**src/rtl/skf_pkg.sv**
```systemverilog
// ----------------------------------------------------------------------------
// Scalar Kalman filter package
// Shared constants for the scalar Kalman filter: gain format, register
// indexes and noise defaults.
// ----------------------------------------------------------------------------
package skf_pkg;

    // Gain is unsigned Q0.16; 1.0 needs one extra bit.
    localparam int GAIN_BITS = 16;
    localparam int GAIN_W    = GAIN_BITS + 1;

    // Step counter for the divider and multiplier loops.
    localparam int STEP_W = $clog2(GAIN_W);

    // Configuration port.
    localparam int CFG_INDEX_W = 4;
    localparam int CFG_DATA_W  = 32;

    localparam logic [CFG_INDEX_W-1:0] CFG_PROCESS_NOISE     = 4'd0;
    localparam logic [CFG_INDEX_W-1:0] CFG_MEASUREMENT_NOISE = 4'd1;
    localparam logic [CFG_INDEX_W-1:0] CFG_INITIAL_ESTIMATE  = 4'd2;
    localparam logic [CFG_INDEX_W-1:0] CFG_INITIAL_VARIANCE  = 4'd3;

    // Integer parts of the default noise covariances.
    localparam logic [63:0] Q_DEFAULT_INT = 64'd200;
    localparam logic [63:0] R_DEFAULT_INT = 64'd500;

endpackage

```
**src/rtl/scalar_kalman_filter.sv**
```systemverilog
// ----------------------------------------------------------------------------
// Scalar Kalman filter
// One-channel Kalman filter with unit prediction and observation
// coefficients, fixed-point state, and a shared iterative datapath.
// ----------------------------------------------------------------------------
//
//  Channel  Direction  Handshake             Beat contents
//  -------  ---------  --------------------  ------------------------------
//  in       sink       in_valid / in_stall   measurement
//  out      source     out_valid / out_stall estimate, variance
//  cfg      sink       cfg_valid / cfg_ready cfg_index, cfg_data
//
//  An accepted measurement is predicted, divided for the gain and then
//  corrected; the block takes no new measurement until it is back in idle.
//  The gain comes from the 17-step restoring divider, and the two 17-step
//  shift-add multiplies share one accumulator.
//  A result waits in the output register while out_stall is high; the block
//  still takes a new measurement meanwhile and holds its own result at the
//  last step until the output register frees up.
//  Reset loads the default noise values and clears estimate and variance.
//
module scalar_kalman_filter
    import skf_pkg::*;
#(
    parameter int FRACTION_BITS = 16,
    parameter int SAMPLE_WIDTH  = 16
)
(
    input  logic                           clk,
    input  logic                           rst_n,

    input  logic                           in_valid,
    output logic                           in_stall,
    input  logic signed [SAMPLE_WIDTH-1:0] measurement,

    output logic                           out_valid,
    input  logic                           out_stall,
    output logic signed [31:0]             estimate,
    output logic        [31:0]             variance,

    input  logic                           cfg_valid,
    output logic                           cfg_ready,
    input  logic        [CFG_INDEX_W-1:0]  cfg_index,
    input  logic        [CFG_DATA_W-1:0]   cfg_data
);

    // Difference width covers both the scaled sample and the 32-bit estimate.
    localparam int ZW  = SAMPLE_WIDTH + FRACTION_BITS;
    localparam int DW  = ((ZW > 32) ? ZW : 32) + 1;
    localparam int PW  = DW + GAIN_W;
    localparam int RW  = PW - GAIN_BITS + 1;
    localparam int NXW = RW + 2;

    localparam logic [63:0] Q_WIDE = Q_DEFAULT_INT << FRACTION_BITS;
    localparam logic [63:0] R_WIDE = R_DEFAULT_INT << FRACTION_BITS;
    localparam logic [31:0] Q_RST  = (Q_WIDE > 64'hFFFF_FFFF) ? 32'hFFFF_FFFF : Q_WIDE[31:0];
    localparam logic [31:0] R_RST  = (R_WIDE > 64'hFFFF_FFFF) ? 32'hFFFF_FFFF : R_WIDE[31:0];

    localparam logic [STEP_W-1:0] LAST_STEP = STEP_W'(GAIN_W - 1);

    typedef enum logic [3:0] {
        S_IDLE,
        S_PRED,
        S_DIV_SETUP,
        S_DIV,
        S_MUL_EST,
        S_RND_EST,
        S_UPD_EST,
        S_MUL_VAR,
        S_RND_VAR,
        S_UPD_VAR
    } state_t;

    state_t                   state_reg, state_next;
    logic [STEP_W-1:0]        step_reg, step_next;
    logic [SAMPLE_WIDTH-1:0]  z_reg, z_next;
    logic [31:0]              p_reg, p_next;
    logic [32:0]              denom_reg, denom_next;
    logic [32:0]              rem_reg, rem_next;
    logic [GAIN_W-1:0]        gain_reg, gain_next;
    logic [GAIN_W-1:0]        mbits_reg, mbits_next;
    logic [DW-1:0]            mcand_reg, mcand_next;
    logic [PW-1:0]            acc_reg, acc_next;
    logic                     neg_reg, neg_next;
    logic [31:0]              q_reg, q_next;
    logic [31:0]              r_reg, r_next;
    logic [31:0]              x_reg, x_next;
    logic [31:0]              var_reg, var_next;
    logic [31:0]              est_out_reg, est_out_next;
    logic [31:0]              var_out_reg, var_out_next;
    logic                     out_valid_reg, out_valid_next;

    // Datapath terms.
    logic [32:0]              pred_sum;
    logic [31:0]              pred_p;
    logic [DW-1:0]            zq;
    logic [DW-1:0]            xe;
    logic [DW-1:0]            diff;
    logic [DW-1:0]            mag;
    logic                     bit_in;
    logic [33:0]              rem_sh;
    logic [34:0]              rem_sub;
    logic                     q_bit;
    logic [GAIN_W-1:0]        gain_shift;
    logic [PW-1:0]            mul_sum;
    logic [PW:0]              round_sum;
    logic [PW-1:0]            acc_up;
    logic [PW-1:0]            acc_down;
    logic [NXW-1:0]           x_wide;
    logic [NXW-1:0]           q_wide;
    logic [NXW-1:0]           nx;
    logic                     nx_ovf;
    logic [31:0]              nx_sat;
    logic                     out_free;

    always_comb
    begin
        pred_sum = {1'b0, var_reg} + {1'b0, q_reg};
        pred_p   = pred_sum[32] ? 32'hFFFF_FFFF : pred_sum[31:0];

        zq   = {{(DW - SAMPLE_WIDTH){z_reg[SAMPLE_WIDTH-1]}}, z_reg} << FRACTION_BITS;
        xe   = {{(DW - 32){x_reg[31]}}, x_reg};
        diff = zq - xe;
        mag  = diff[DW-1] ? (~diff + DW'(1)) : diff;

        // One restoring division step; the only nonzero dividend bit below
        // the starting remainder is the low bit of p.
        bit_in     = (step_reg == '0) ? p_reg[0] : 1'b0;
        rem_sh     = {rem_reg, bit_in};
        rem_sub    = {1'b0, rem_sh} - {2'b00, denom_reg};
        q_bit      = !rem_sub[34] && (denom_reg != '0);
        gain_shift = {gain_reg[GAIN_W-2:0], q_bit};

        // Shift-add multiply, multiplier bits taken from the top.
        mul_sum = {acc_reg[PW-2:0], 1'b0}
                  + (mbits_reg[GAIN_W-1] ? {{(PW - DW){1'b0}}, mcand_reg} : '0);

        round_sum = {1'b0, acc_reg} + {{(PW + 1 - GAIN_BITS){1'b0}}, {GAIN_BITS{1'b1}}};
        acc_up    = {{(GAIN_BITS - 1){1'b0}}, round_sum[PW:GAIN_BITS]};
        acc_down  = {{GAIN_BITS{1'b0}}, acc_reg[PW-1:GAIN_BITS]};

        x_wide = {{(NXW - 32){x_reg[31]}}, x_reg};
        q_wide = {2'b00, acc_reg[RW-1:0]};
        nx     = neg_reg ? (x_wide - q_wide) : (x_wide + q_wide);
        nx_ovf = !((&nx[NXW-1:31]) || !(|nx[NXW-1:31]));
        nx_sat = nx_ovf ? (nx[NXW-1] ? 32'h8000_0000 : 32'h7FFF_FFFF) : nx[31:0];

        out_free = !out_valid_reg || !out_stall;
    end

    always_comb
    begin
        state_next     = state_reg;
        step_next      = step_reg;
        z_next         = z_reg;
        p_next         = p_reg;
        denom_next     = denom_reg;
        rem_next       = rem_reg;
        gain_next      = gain_reg;
        mbits_next     = mbits_reg;
        mcand_next     = mcand_reg;
        acc_next       = acc_reg;
        neg_next       = neg_reg;
        q_next         = q_reg;
        r_next         = r_reg;
        x_next         = x_reg;
        var_next       = var_reg;
        est_out_next   = est_out_reg;
        var_out_next   = var_out_reg;
        out_valid_next = out_valid_reg && out_stall;

        if (cfg_valid)
        begin
            case (cfg_index)
                CFG_PROCESS_NOISE:     q_next = cfg_data;
                CFG_MEASUREMENT_NOISE: r_next = cfg_data;
                CFG_INITIAL_ESTIMATE:  x_next = cfg_data;
                CFG_INITIAL_VARIANCE:  var_next = cfg_data;
                default:               ;
            endcase
        end

        case (state_reg)
            S_IDLE:
            begin
                if (in_valid)
                begin
                    z_next     = measurement;
                    state_next = S_PRED;
                end
            end

            S_PRED:
            begin
                p_next     = pred_p;
                neg_next   = diff[DW-1];
                mcand_next = mag;
                state_next = S_DIV_SETUP;
            end

            S_DIV_SETUP:
            begin
                denom_next = {1'b0, p_reg} + {1'b0, r_reg};
                rem_next   = {2'b00, p_reg[31:1]};
                gain_next  = '0;
                step_next  = '0;
                state_next = S_DIV;
            end

            S_DIV:
            begin
                rem_next  = q_bit ? rem_sub[32:0] : rem_sh[32:0];
                gain_next = gain_shift;
                step_next = step_reg + STEP_W'(1);
                if (step_reg == LAST_STEP)
                begin
                    mbits_next = gain_shift;
                    acc_next   = '0;
                    step_next  = '0;
                    state_next = S_MUL_EST;
                end
            end

            S_MUL_EST:
            begin
                acc_next   = mul_sum;
                mbits_next = {mbits_reg[GAIN_W-2:0], 1'b0};
                step_next  = step_reg + STEP_W'(1);
                if (step_reg == LAST_STEP)
                begin
                    state_next = S_RND_EST;
                end
            end

            S_RND_EST:
            begin
                // A negative step is floored, so its magnitude rounds up.
                acc_next   = neg_reg ? acc_up : acc_down;
                state_next = S_UPD_EST;
            end

            S_UPD_EST:
            begin
                x_next     = nx_sat;
                mcand_next = {{(DW - 32){1'b0}}, p_reg};
                mbits_next = gain_reg;
                acc_next   = '0;
                step_next  = '0;
                state_next = S_MUL_VAR;
            end

            S_MUL_VAR:
            begin
                acc_next   = mul_sum;
                mbits_next = {mbits_reg[GAIN_W-2:0], 1'b0};
                step_next  = step_reg + STEP_W'(1);
                if (step_reg == LAST_STEP)
                begin
                    state_next = S_RND_VAR;
                end
            end

            S_RND_VAR:
            begin
                // p * (1 - k) truncated equals p minus p * k rounded up.
                acc_next   = acc_up;
                state_next = S_UPD_VAR;
            end

            S_UPD_VAR:
            begin
                if (out_free)
                begin
                    var_next       = p_reg - acc_reg[31:0];
                    est_out_next   = x_reg;
                    var_out_next   = p_reg - acc_reg[31:0];
                    out_valid_next = 1'b1;
                    state_next     = S_IDLE;
                end
            end

            default:
            begin
                state_next = S_IDLE;
            end
        endcase
    end

    always_ff @(posedge clk or negedge rst_n)
    begin
        if (!rst_n)
        begin
            state_reg     <= S_IDLE;
            step_reg      <= '0;
            z_reg         <= '0;
            p_reg         <= '0;
            denom_reg     <= '0;
            rem_reg       <= '0;
            gain_reg      <= '0;
            mbits_reg     <= '0;
            mcand_reg     <= '0;
            acc_reg       <= '0;
            neg_reg       <= 1'b0;
            q_reg         <= Q_RST;
            r_reg         <= R_RST;
            x_reg         <= '0;
            var_reg       <= '0;
            est_out_reg   <= '0;
            var_out_reg   <= '0;
            out_valid_reg <= 1'b0;
        end
        else
        begin
            state_reg     <= state_next;
            step_reg      <= step_next;
            z_reg         <= z_next;
            p_reg         <= p_next;
            denom_reg     <= denom_next;
            rem_reg       <= rem_next;
            gain_reg      <= gain_next;
            mbits_reg     <= mbits_next;
            mcand_reg     <= mcand_next;
            acc_reg       <= acc_next;
            neg_reg       <= neg_next;
            q_reg         <= q_next;
            r_reg         <= r_next;
            x_reg         <= x_next;
            var_reg       <= var_next;
            est_out_reg   <= est_out_next;
            var_out_reg   <= var_out_next;
            out_valid_reg <= out_valid_next;
        end
    end

    assign in_stall  = (state_reg != S_IDLE);
    assign cfg_ready = 1'b1;
    assign out_valid = out_valid_reg;
    assign estimate  = est_out_reg;
    assign variance  = var_out_reg;

endmodule

```
**config.mk**
```make
export PLATFORM = sky130hd
export DESIGN_NAME = scalar_kalman_filter
export DESIGN_NICKNAME = d
export VERILOG_FILES = /design/src/rtl/skf_pkg.sv /design/src/rtl/scalar_kalman_filter.sv
export SDC_FILE = /design/constraint.sdc
export NUM_CORES = 1
export LEC_CHECK = 0
export BUFFER_PORTS_ARGS = -buffer_cell sky130_fd_sc_hd__buf_2
export CAP_MARGIN = 20
export CORE_ASPECT_RATIO = 0.7
export CORE_MARGIN = 10
export CORE_UTILIZATION = 55
export CTS_CLUSTER_DIAMETER = 100
export DETAILED_ROUTE_END_ITERATION = 6
export GPL_TIMING_DRIVEN = 0
export PLACE_DENSITY = 0.71
export SYNTH_ARGS = -nofsm -noshare
export SYNTH_HDL_FRONTEND = slang
export SYNTH_SLANG_ARGS = --single-unit
```
**constraint.sdc**
```tcl
create_clock -name clk -period 6.57 [get_ports clk]
set_input_delay 0.657 -clock clk [delete_from_list [all_inputs] [get_ports clk]]
set_output_delay 0.657 -clock clk [all_outputs]
set_load 0.05 [all_outputs]
```
==> impl_metrics.csv, run 1 <==
group,metric,value,unit
status,outcome,"finished, final reports clean",
place,port_buffers,122,
min_path,worstHoldPathType,"input pin to async pin",
synth,gate_count_after_technology_mapping,3789,
worst_setup_path,worst_setup_path_end_kind,"flip-flop",
synth,yosys.area.top_type,"sky130_fd_sc_hd__dfrtp_1",
synth,yosysSeqAreaShare,33.6,%
job,maxCapViolCount,0,
power_and_ir_drop,max-vdd-ir-drop,273,uV
die,pin_count,124,
cts,tritoncts,"built",
final_layout,final.fill_count,5204,
sta,tightest_slew,1.25,ns
global_routing,grtUsageTotal,33.3,%
drt,num_vias,31100,
worst_setup_path,crit_path_cell_trace,"or4_1 -> nor4_4 -> buf_4 -> nand2_1 -> nor3_1 -> nor2_1 -> xnor2_1 -> ha_1 -> a211o_1 -> a2111oi_0 -> a211oi_1 -> a21boi_2 -> nor2_1 -> o311ai_0 -> a21oi_1 -> xnor2_2 -> o22ai_2 -> buf_2 -> a31oi_1",
drt,routed_wirelength,119000,um
sta,hold_vio_cnt_final,0,
power_and_ir_drop,total_power,9350,uW
die,number_of_cell_rows,74,
sta,report.final.setup_viol,0,
synth,yosys-top-cells-area,"sky130_fd_sc_hd__dfrtp_1 (33%), sky130_fd_sc_hd__ha_1 (8.4%), sky130_fd_sc_hd__o21ai_0 (5.6%), sky130_fd_sc_hd__nand2_1 (4.6%), sky130_fd_sc_hd__a21oi_1 (4.4%)",
cts,cts_root_buffer_type,"sky130_fd_sc_hd__clkbuf_16",
cts,clkSinkCount,434,
final_layout,flow.area_growth_from_synthesis,10.2,%
worst_setup_path,cp_slowest_cell,"sky130_fd_sc_hd__a2111oi_0",
synth,top_reg_cell_synth,"sky130_fd_sc_hd__dfrtp_1",
worst_setup_path,critPathKind,"flip-flop to flip-flop",
sta,maxSlewHeadroom,16.0,%
drt,vias_per_cell,6.53,
drt,avgRoutedWirePerCell,25.0,um
sta,finalHoldWorstSlack,0.0928,ns
final_layout,fraction_of_layout_cells_with_a_size_suffix_above_1,10.0,%
synth,synth-edff-count,0,
worst_setup_path,cpPeakStageDelay,0.66,ns
place,routabilityCongestion,1.02,
cts,maximum_root_to_sink_buffer_count,3,
synth,ys_types,96,
worst_setup_path,timing.critical_path.mode_cell,"sky130_fd_sc_hd__nor2_1",
sta,final_period_minus_worst_setup_slack,6.34,ns
synth,synth_seq_cells,434,
global_routing,initial_antenna_violation_count,1,
worst_setup_path,worstPathRequired,7.05,ns
global_routing,grt_pass1_wl,176000,um
cts,cts_made_buffers,45,
sta,max_freq,158,MHz
worst_setup_path,worstRegToRegCells,19,
power_and_ir_drop,power_leakage,0.0162,uW
synth,synthesized_nets,4069,
sta,finalClockSkew,0.0209,ns
global_routing,globalRoute.totalOverflow,0,
worst_setup_path,worst_ep_arrival_time,6.81,ns
final_layout,final_nets,4252,
final_layout,final_area,35700,um2
place,dp_hpwl,94700,um
cts,postCtsHoldBufs,0,
worst_setup_path,critPathMaxFanout,10,
synth,synthesis.yosys.warnings,0,
global_routing,first_global_vias,28100,
sta,final_min_period_over_clock_period,96.4,%
synth,synthesis.area_per_instance,8.54,um2
drt,remaining_drc_errors,0,
drt,drt_iter0_markers,3989,
die,die_height,223,um
die,die_width,310,um
place,place_area,34100,um2
die,initial_core_util,55.5,%
sta,report.final.slew_viol_count,0,
sta,grt_setup_unrepaired,"false",
power_and_ir_drop,power_density_relative_to_cell_area,262,nW/um2
synth,post-synth-top-area-fraction,32.9,%
worst_setup_path,setup.worst_path.start_class,"flip-flop",
cts,htree_num_levels,2,
synth,syn-cell-area,32400,um2
final_layout,largest_register_ffs,50,
die,die_area,69100,um2
drt,route.antenna.remaining_nets,0,
drt,drt_first_pass_iters,7,
cts,cts.clk_slew.worst_paths,0.07,ns
die,core,58300,um2
cts,clk-insertion-delay-late,0.62,ns
global_routing,grt_max_degree,101,
synth,postSynth.asyncResetShare,100,%
placed cells by master (no fill, tap or decap), types with 15 or more instances in the layout:
| master | count |
|---|---|
| sky130_fd_sc_hd__nand3b_1 | 15 |
| sky130_fd_sc_hd__nand2_1 | 395 |
| sky130_fd_sc_hd__mux2_2 | 102 |
| sky130_fd_sc_hd__or3_1 | 27 |
| sky130_fd_sc_hd__nand2b_1 | 68 |
| sky130_fd_sc_hd__and3_1 | 33 |
| sky130_fd_sc_hd__mux2i_1 | 37 |
| sky130_fd_sc_hd__xnor2_1 | 153 |
| sky130_fd_sc_hd__nor3_1 | 67 |
| sky130_fd_sc_hd__o21bai_1 | 20 |
| sky130_fd_sc_hd__o21a_1 | 30 |
| sky130_fd_sc_hd__a21o_1 | 103 |
| sky130_fd_sc_hd__dfrtp_1 | 425 |
| sky130_fd_sc_hd__nor4_1 | 22 |
| sky130_fd_sc_hd__a222oi_1 | 29 |
| sky130_fd_sc_hd__clkbuf_16 | 45 |
| sky130_fd_sc_hd__a211o_1 | 15 |
| sky130_fd_sc_hd__o31ai_1 | 28 |
| sky130_fd_sc_hd__a22o_1 | 19 |
| sky130_fd_sc_hd__nand4_1 | 34 |
| sky130_fd_sc_hd__xor2_1 | 102 |
| sky130_fd_sc_hd__nor2_1 | 256 |
| sky130_fd_sc_hd__o22ai_1 | 42 |
| sky130_fd_sc_hd__buf_2 | 129 |
| sky130_fd_sc_hd__nor3b_1 | 44 |
| sky130_fd_sc_hd__and2_1 | 57 |
| sky130_fd_sc_hd__ha_1 | 217 |
| sky130_fd_sc_hd__o21ai_0 | 360 |
| sky130_fd_sc_hd__clkbuf_1 | 185 |
| sky130_fd_sc_hd__a22oi_1 | 36 |
| sky130_fd_sc_hd__a21oi_1 | 284 |
| sky130_fd_sc_hd__a211oi_1 | 25 |
| sky130_fd_sc_hd__nor2b_1 | 21 |
| sky130_fd_sc_hd__o211ai_1 | 34 |
| sky130_fd_sc_hd__a31oi_1 | 41 |
| sky130_fd_sc_hd__or2_2 | 16 |
| sky130_fd_sc_hd__inv_1 | 141 |
| sky130_fd_sc_hd__nand3_1 | 80 |
area by class of cell:
class | instances | area (um2) | area share [%]
inverters | 141 | 529 | 1.48
flip-flops and latches | 434 | 10900 | 30.5
well taps | 760 | 951 | 2.66
repair buffers | 136 | 801 | 2.24
clock inverters | 22 | 230 | 0.645
clock buffers | 60 | 1250 | 3.51
diodes | 4 | 10.0 | 0.0281
multi-input cells | 3012 | 20200 | 56.7
plain buffers | 202 | 798 | 2.24
synthesized netlist by cell type (19+ instances only):
library cell	instances
sky130_fd_sc_hd__nand3_1	80
sky130_fd_sc_hd__dfrtp_1	425
sky130_fd_sc_hd__mux2_2	102
sky130_fd_sc_hd__a222oi_1	29
sky130_fd_sc_hd__a21oi_1	284
sky130_fd_sc_hd__o21ai_0	360
sky130_fd_sc_hd__o21a_1	30
sky130_fd_sc_hd__nor3_1	68
sky130_fd_sc_hd__or3_1	27
sky130_fd_sc_hd__a21o_1	103
sky130_fd_sc_hd__mux2i_1	37
sky130_fd_sc_hd__nand2_1	395
sky130_fd_sc_hd__o22ai_1	43
sky130_fd_sc_hd__a31oi_1	41
sky130_fd_sc_hd__a211oi_1	25
sky130_fd_sc_hd__nand4_1	34
sky130_fd_sc_hd__nand2b_1	68
sky130_fd_sc_hd__xor2_1	102
sky130_fd_sc_hd__a22o_1	19
sky130_fd_sc_hd__o21bai_1	20
sky130_fd_sc_hd__and2_1	57
sky130_fd_sc_hd__xnor2_1	154
sky130_fd_sc_hd__nor2b_1	21
sky130_fd_sc_hd__nor3b_1	45
sky130_fd_sc_hd__nor2_1	256
sky130_fd_sc_hd__clkbuf_1	182
sky130_fd_sc_hd__o211ai_1	34
sky130_fd_sc_hd__and3_1	33
sky130_fd_sc_hd__o31ai_1	28
sky130_fd_sc_hd__nor4_1	24
sky130_fd_sc_hd__a22oi_1	36
sky130_fd_sc_hd__ha_1	217
sky130_fd_sc_hd__inv_1	141
power by group:
part	total, uW	internal (uW)	switching (uW)
sequential	3260	2990	270
combinational	3420	1420	2000
clock	2680	1440	1240
total	9350	5850	3500
what timing repair did:
| item | 4_1_cts | 5_1_grt |
|---|---|---|
| pin swaps | 0 | 1 |
| endpoints found under the hold margin | 0 | 0 |
| cloned | 0 | 0 |
| buffers inserted | 0 | 3 |
| gates resized for setup | 7 | 9 |
| setup endpoints to repair | 31 | 41 |
worst paths after layout:
check / startpoint / endpoint / slack [ns]
hold / removal: rst_n / gain_reg[11] / 0.09
setup / recovery: acc_reg[5] / x_reg[2] / 0.23
min in group clk: measurement[5] / z_reg[5] / 0.27
hold reg to reg: estimate[10] / estimate[10] / 0.47
setup reg to reg: acc_reg[5] / x_reg[2] / 0.23
max in group asynchronous: rst_n / variance[3] / 5.18
layer usage:
metal | vias up | share of wire, % | track usage [%] | routed length, um
met1 | 15000 | 46 | 51.0 | 54700
met5 | - | 0 | 0 | 0
li1 | 14200 | - | - | -
met3 | 156 | 14 | 12.4 | 16800
met2 | 1751 | 37 | 41.8 | 44400
met4 | 0 | 2.9 | 9.65 | 3490
metrics by stage:
step	TNS (ns)	worst slack, ns	std cells	utilization, %
2_1_floorplan	0	1.73	3789	-
3_3_place_gp	-1750.17	-4.14	4671	58.2
3_5_place_dp	-15.93	-0.614	4679	58.4
4_1_cts	0	0.0152	4761	61.0
5_1_grt	0	0.0666	4767	61.2
6_report	0	0.234	4771	61.2
logic make-up after synthesis:
kind of cell | after synthesis | synth area share [%]
simple gates | 1182 | 18.1
fa+ha+maj | 223 | 8.76
flops | 434 | 33.6
other cells | 1 | 0.0116
buf+inv | 343 | 4.08
xor+xnor | 256 | 6.93
compound gates | 1211 | 23.9
mux | 139 | 4.69
worst max-delay path: cells and delay by family (launching register included):
| kind | cells | cell delay, ns |
|---|---|---|
| compound gates | 8 | 2.40 |
| xor+xnor | 2 | 0.52 |
| fa+ha+maj | 1 | 0.37 |
| buf+inv | 2 | 0.61 |
| flops | 1 | 0.49 |
| simple gates | 6 | 1.79 |
(Power assumes the default switching activity.)
==> run 2: changes to the inputs <==
- BUFFER_PORTS_ARGS: -buffer_cell sky130_fd_sc_hd__buf_2 -> -buffer_cell sky130_fd_sc_hd__buf_4
==> impl_metrics.csv, run 2 (synthesis gave the netlist of run 1 again) <==
group,metric,value,unit
status,outcome,"finished with violations",
status,violations,"design-rule violations",
sta,finalClockSkew,0.0266,ns
power_and_ir_drop,max-vdd-ir-drop,230,uV
final_layout,layout.cells.most_common,"sky130_fd_sc_hd__dfrtp_1",
sta,final_period_minus_worst_setup_slack,6.45,ns
cts,clkSinkCount,434,
sta,hold_vio_cnt_final,0,
sta,grt_setup_unrepaired,"false",
global_routing,grt_max_degree,121,
global_routing,first_global_vias,28400,
worst_setup_path,worst_setup_path_end_kind,"flip-flop",
die,initial_core_util,55.5,%
die,core,58300,um2
power_and_ir_drop,power_density_relative_to_cell_area,265,nW/um2
die,die_area,69100,um2
final_layout,fraction_of_layout_cells_with_a_size_suffix_above_1,10.0,%
drt,drt_first_pass_iters,7,
worst_setup_path,critPathKind,"flip-flop to flip-flop",
final_layout,final_nets,4254,
cts,cts.clk_slew.worst_paths,0.07,ns
worst_setup_path,r2r_setup_slack,0.12,ns
global_routing,grtUsageTotal,33.9,%
drt,avgRoutedWirePerCell,25.4,um
place,port_buffers,122,
worst_setup_path,worstRegToRegCells,20,
die,number_of_cell_rows,74,
drt,route.antenna.remaining_nets,0,
sta,tightest_slew,1.24,ns
place,routabilityCongestion,1.01,
cts,postCtsHoldBufs,0,
cts,tritoncts,"built",
cts,cts_made_buffers,47,
global_routing,grt_pass1_wl,180000,um
die,die_width,310,um
final_layout,final_area,36100,um2
worst_setup_path,setup.worst_path.start_class,"flip-flop",
job,maxCapViolCount,0,
cts,cts_root_buffer_type,"sky130_fd_sc_hd__clkbuf_16",
worst_setup_path,r2r_start,"acc_reg[5]",
place,dp_hpwl,95600,um
worst_setup_path,crit-reg2reg-capture,"x_reg[2]",
worst_setup_path,worst_ep_arrival_time,6.90,ns
sta,report.final.slew_viol_count,0,
drt,vias_per_cell,6.55,
global_routing,globalRoute.totalOverflow,0,
sta,maxSlewHeadroom,17.4,%
cts,maximum_root_to_sink_buffer_count,3,
cts,clk-insertion-delay-late,0.62,ns
sta,max_freq,155,MHz
min_path,worstHoldPathType,"input pin to async pin",
place,post-place-cells,4679,
drt,remaining_drc_errors,2,
final_layout,final_cells,4770,
die,die_height,223,um
place,place_area,34400,um2
drt,num_vias,31200,
drt,routed_wirelength,121000,um
global_routing,initial_antenna_violation_count,3,
die,pin_count,124,
final_layout,largest_register_ffs,50,
sta,report.final.setup_viol,0,
worst_setup_path,critPathMaxFanout,10,
drt,drt_iter0_markers,4385,
final_layout,layout_common_cells,"sky130_fd_sc_hd__dfrtp_1 (425), sky130_fd_sc_hd__nand2_1 (395), sky130_fd_sc_hd__o21ai_0 (360)",
sta,final_min_period_over_clock_period,98.1,%
worst_setup_path,worstPathRequired,7.02,ns
power_and_ir_drop,power_leakage,0.0163,uW
final_layout,flow.area_growth_from_synthesis,11.4,%
power_and_ir_drop,total_power,9560,uW
cts,htree_num_levels,2,
final_layout,diodes_inserted,0,
-- run 2: changes by cell type in the layout (fill, tap and decap cells not counted), moves of 3 or more --
cell,delta
sky130_fd_sc_hd__buf_2,-120
sky130_fd_sc_hd__buf_4,+120
sky130_fd_sc_hd__clkbuf_8,+8
sky130_fd_sc_hd__clkinv_2,-7
sky130_fd_sc_hd__clkinv_4,-3
sky130_fd_sc_hd__diode_2,-4
-- run 2: area by class of cell --
cell class / instances / area [um2]
multi-input combinational: 3012 / 20200
timing repair buffer: 136 / 1080
buffer: 202 / 797
sequential: 434 / 10900
clock inverter: 14 / 174
tap: 760 / 951
inverter: 141 / 529
clock buffer: 71 / 1420
fill: 5231 / 22300
-- run 2: where the power goes --
| part | switching, uW | internal [uW] | leakage, uW |
|---|---|---|---|
| registers | 271 | 2990 | 0.00561 |
| clock network | 1230 | 1610 | 0.000775 |
| logic | 2020 | 1430 | 0.00988 |
| total | 3530 | 6030 | 0.0163 |
-- run 2: timing repair --
action | CTS | global route
buffers inserted | 0 | 1
pin swaps | 0 | 1
endpoints found under the setup margin | 31 | 49
gates resized for setup | 4 | 11
cloned | 0 | 0
-- run 2: how the worst max path moves through the flow --
stage | from | to | slack [ns] | cells after the start
3_3_place_gp | acc_reg[5] | x_reg[19] | -0.53 | 19
4_1_cts | acc_reg[5] | x_reg[8] | 0.02 | 18
2_1_floorplan | acc_reg[5] | x_reg[10] | 1.73 | 20
3_5_place_dp | acc_reg[5] | x_reg[13] | -0.53 | 19
5_1_grt | acc_reg[5] | x_reg[2] | 0.004 | 19
6_report | acc_reg[5] | x_reg[2] | 0.12 | 20
-- run 2: per-stage QoR --
stage / utilization [%] / setup WS [ns] / hold slack (ns) / TNS, ns
2_1_floorplan: - / 1.73 / 0.361 / 0
3_3_place_gp: 58.7 / -0.530 / 0.462 / -15.11
3_5_place_dp: 58.9 / -0.534 / 0.464 / -14.43
4_1_cts: 61.7 / 0.0180 / 0.144 / 0
5_1_grt: 61.8 / 0.00356 / 0.178 / 0
6_report: 61.8 / 0.124 / 0.0844 / 0
-- run 2: worst max-delay path, stage by stage, from the launching register on --
cell,delay [ns]
sky130_fd_sc_hd__dfrtp_1,0.50
sky130_fd_sc_hd__or4_1,0.65
sky130_fd_sc_hd__nor4_4,0.23
sky130_fd_sc_hd__buf_4,0.21
sky130_fd_sc_hd__nand3_1,0.13
sky130_fd_sc_hd__nor3_2,0.37
sky130_fd_sc_hd__a21oi_1,0.15
sky130_fd_sc_hd__xnor2_1,0.20
sky130_fd_sc_hd__ha_1,0.31
sky130_fd_sc_hd__clkbuf_1,0.29
sky130_fd_sc_hd__and4_1,0.30
sky130_fd_sc_hd__nand4_1,0.23
sky130_fd_sc_hd__a211oi_1,0.30
sky130_fd_sc_hd__a21boi_2,0.37
sky130_fd_sc_hd__nor2_1,0.18
sky130_fd_sc_hd__o311ai_0,0.40
sky130_fd_sc_hd__a21oi_1,0.17
sky130_fd_sc_hd__xnor2_2,0.23
sky130_fd_sc_hd__o22ai_2,0.36
sky130_fd_sc_hd__buf_2,0.45
sky130_fd_sc_hd__a31oi_1,0.21
-- run 2: layer usage --
metal / vias up / share of wire, % / global-route usage (%)
li1: 14200 / - / -
met1: 15200 / 47 / 52.5
met2: 1700 / 37 / 43.2
met3: 168 / 13 / 11.9
met4: 2 / 2.5 / 8.10
met5: - / 0.0091 / 0
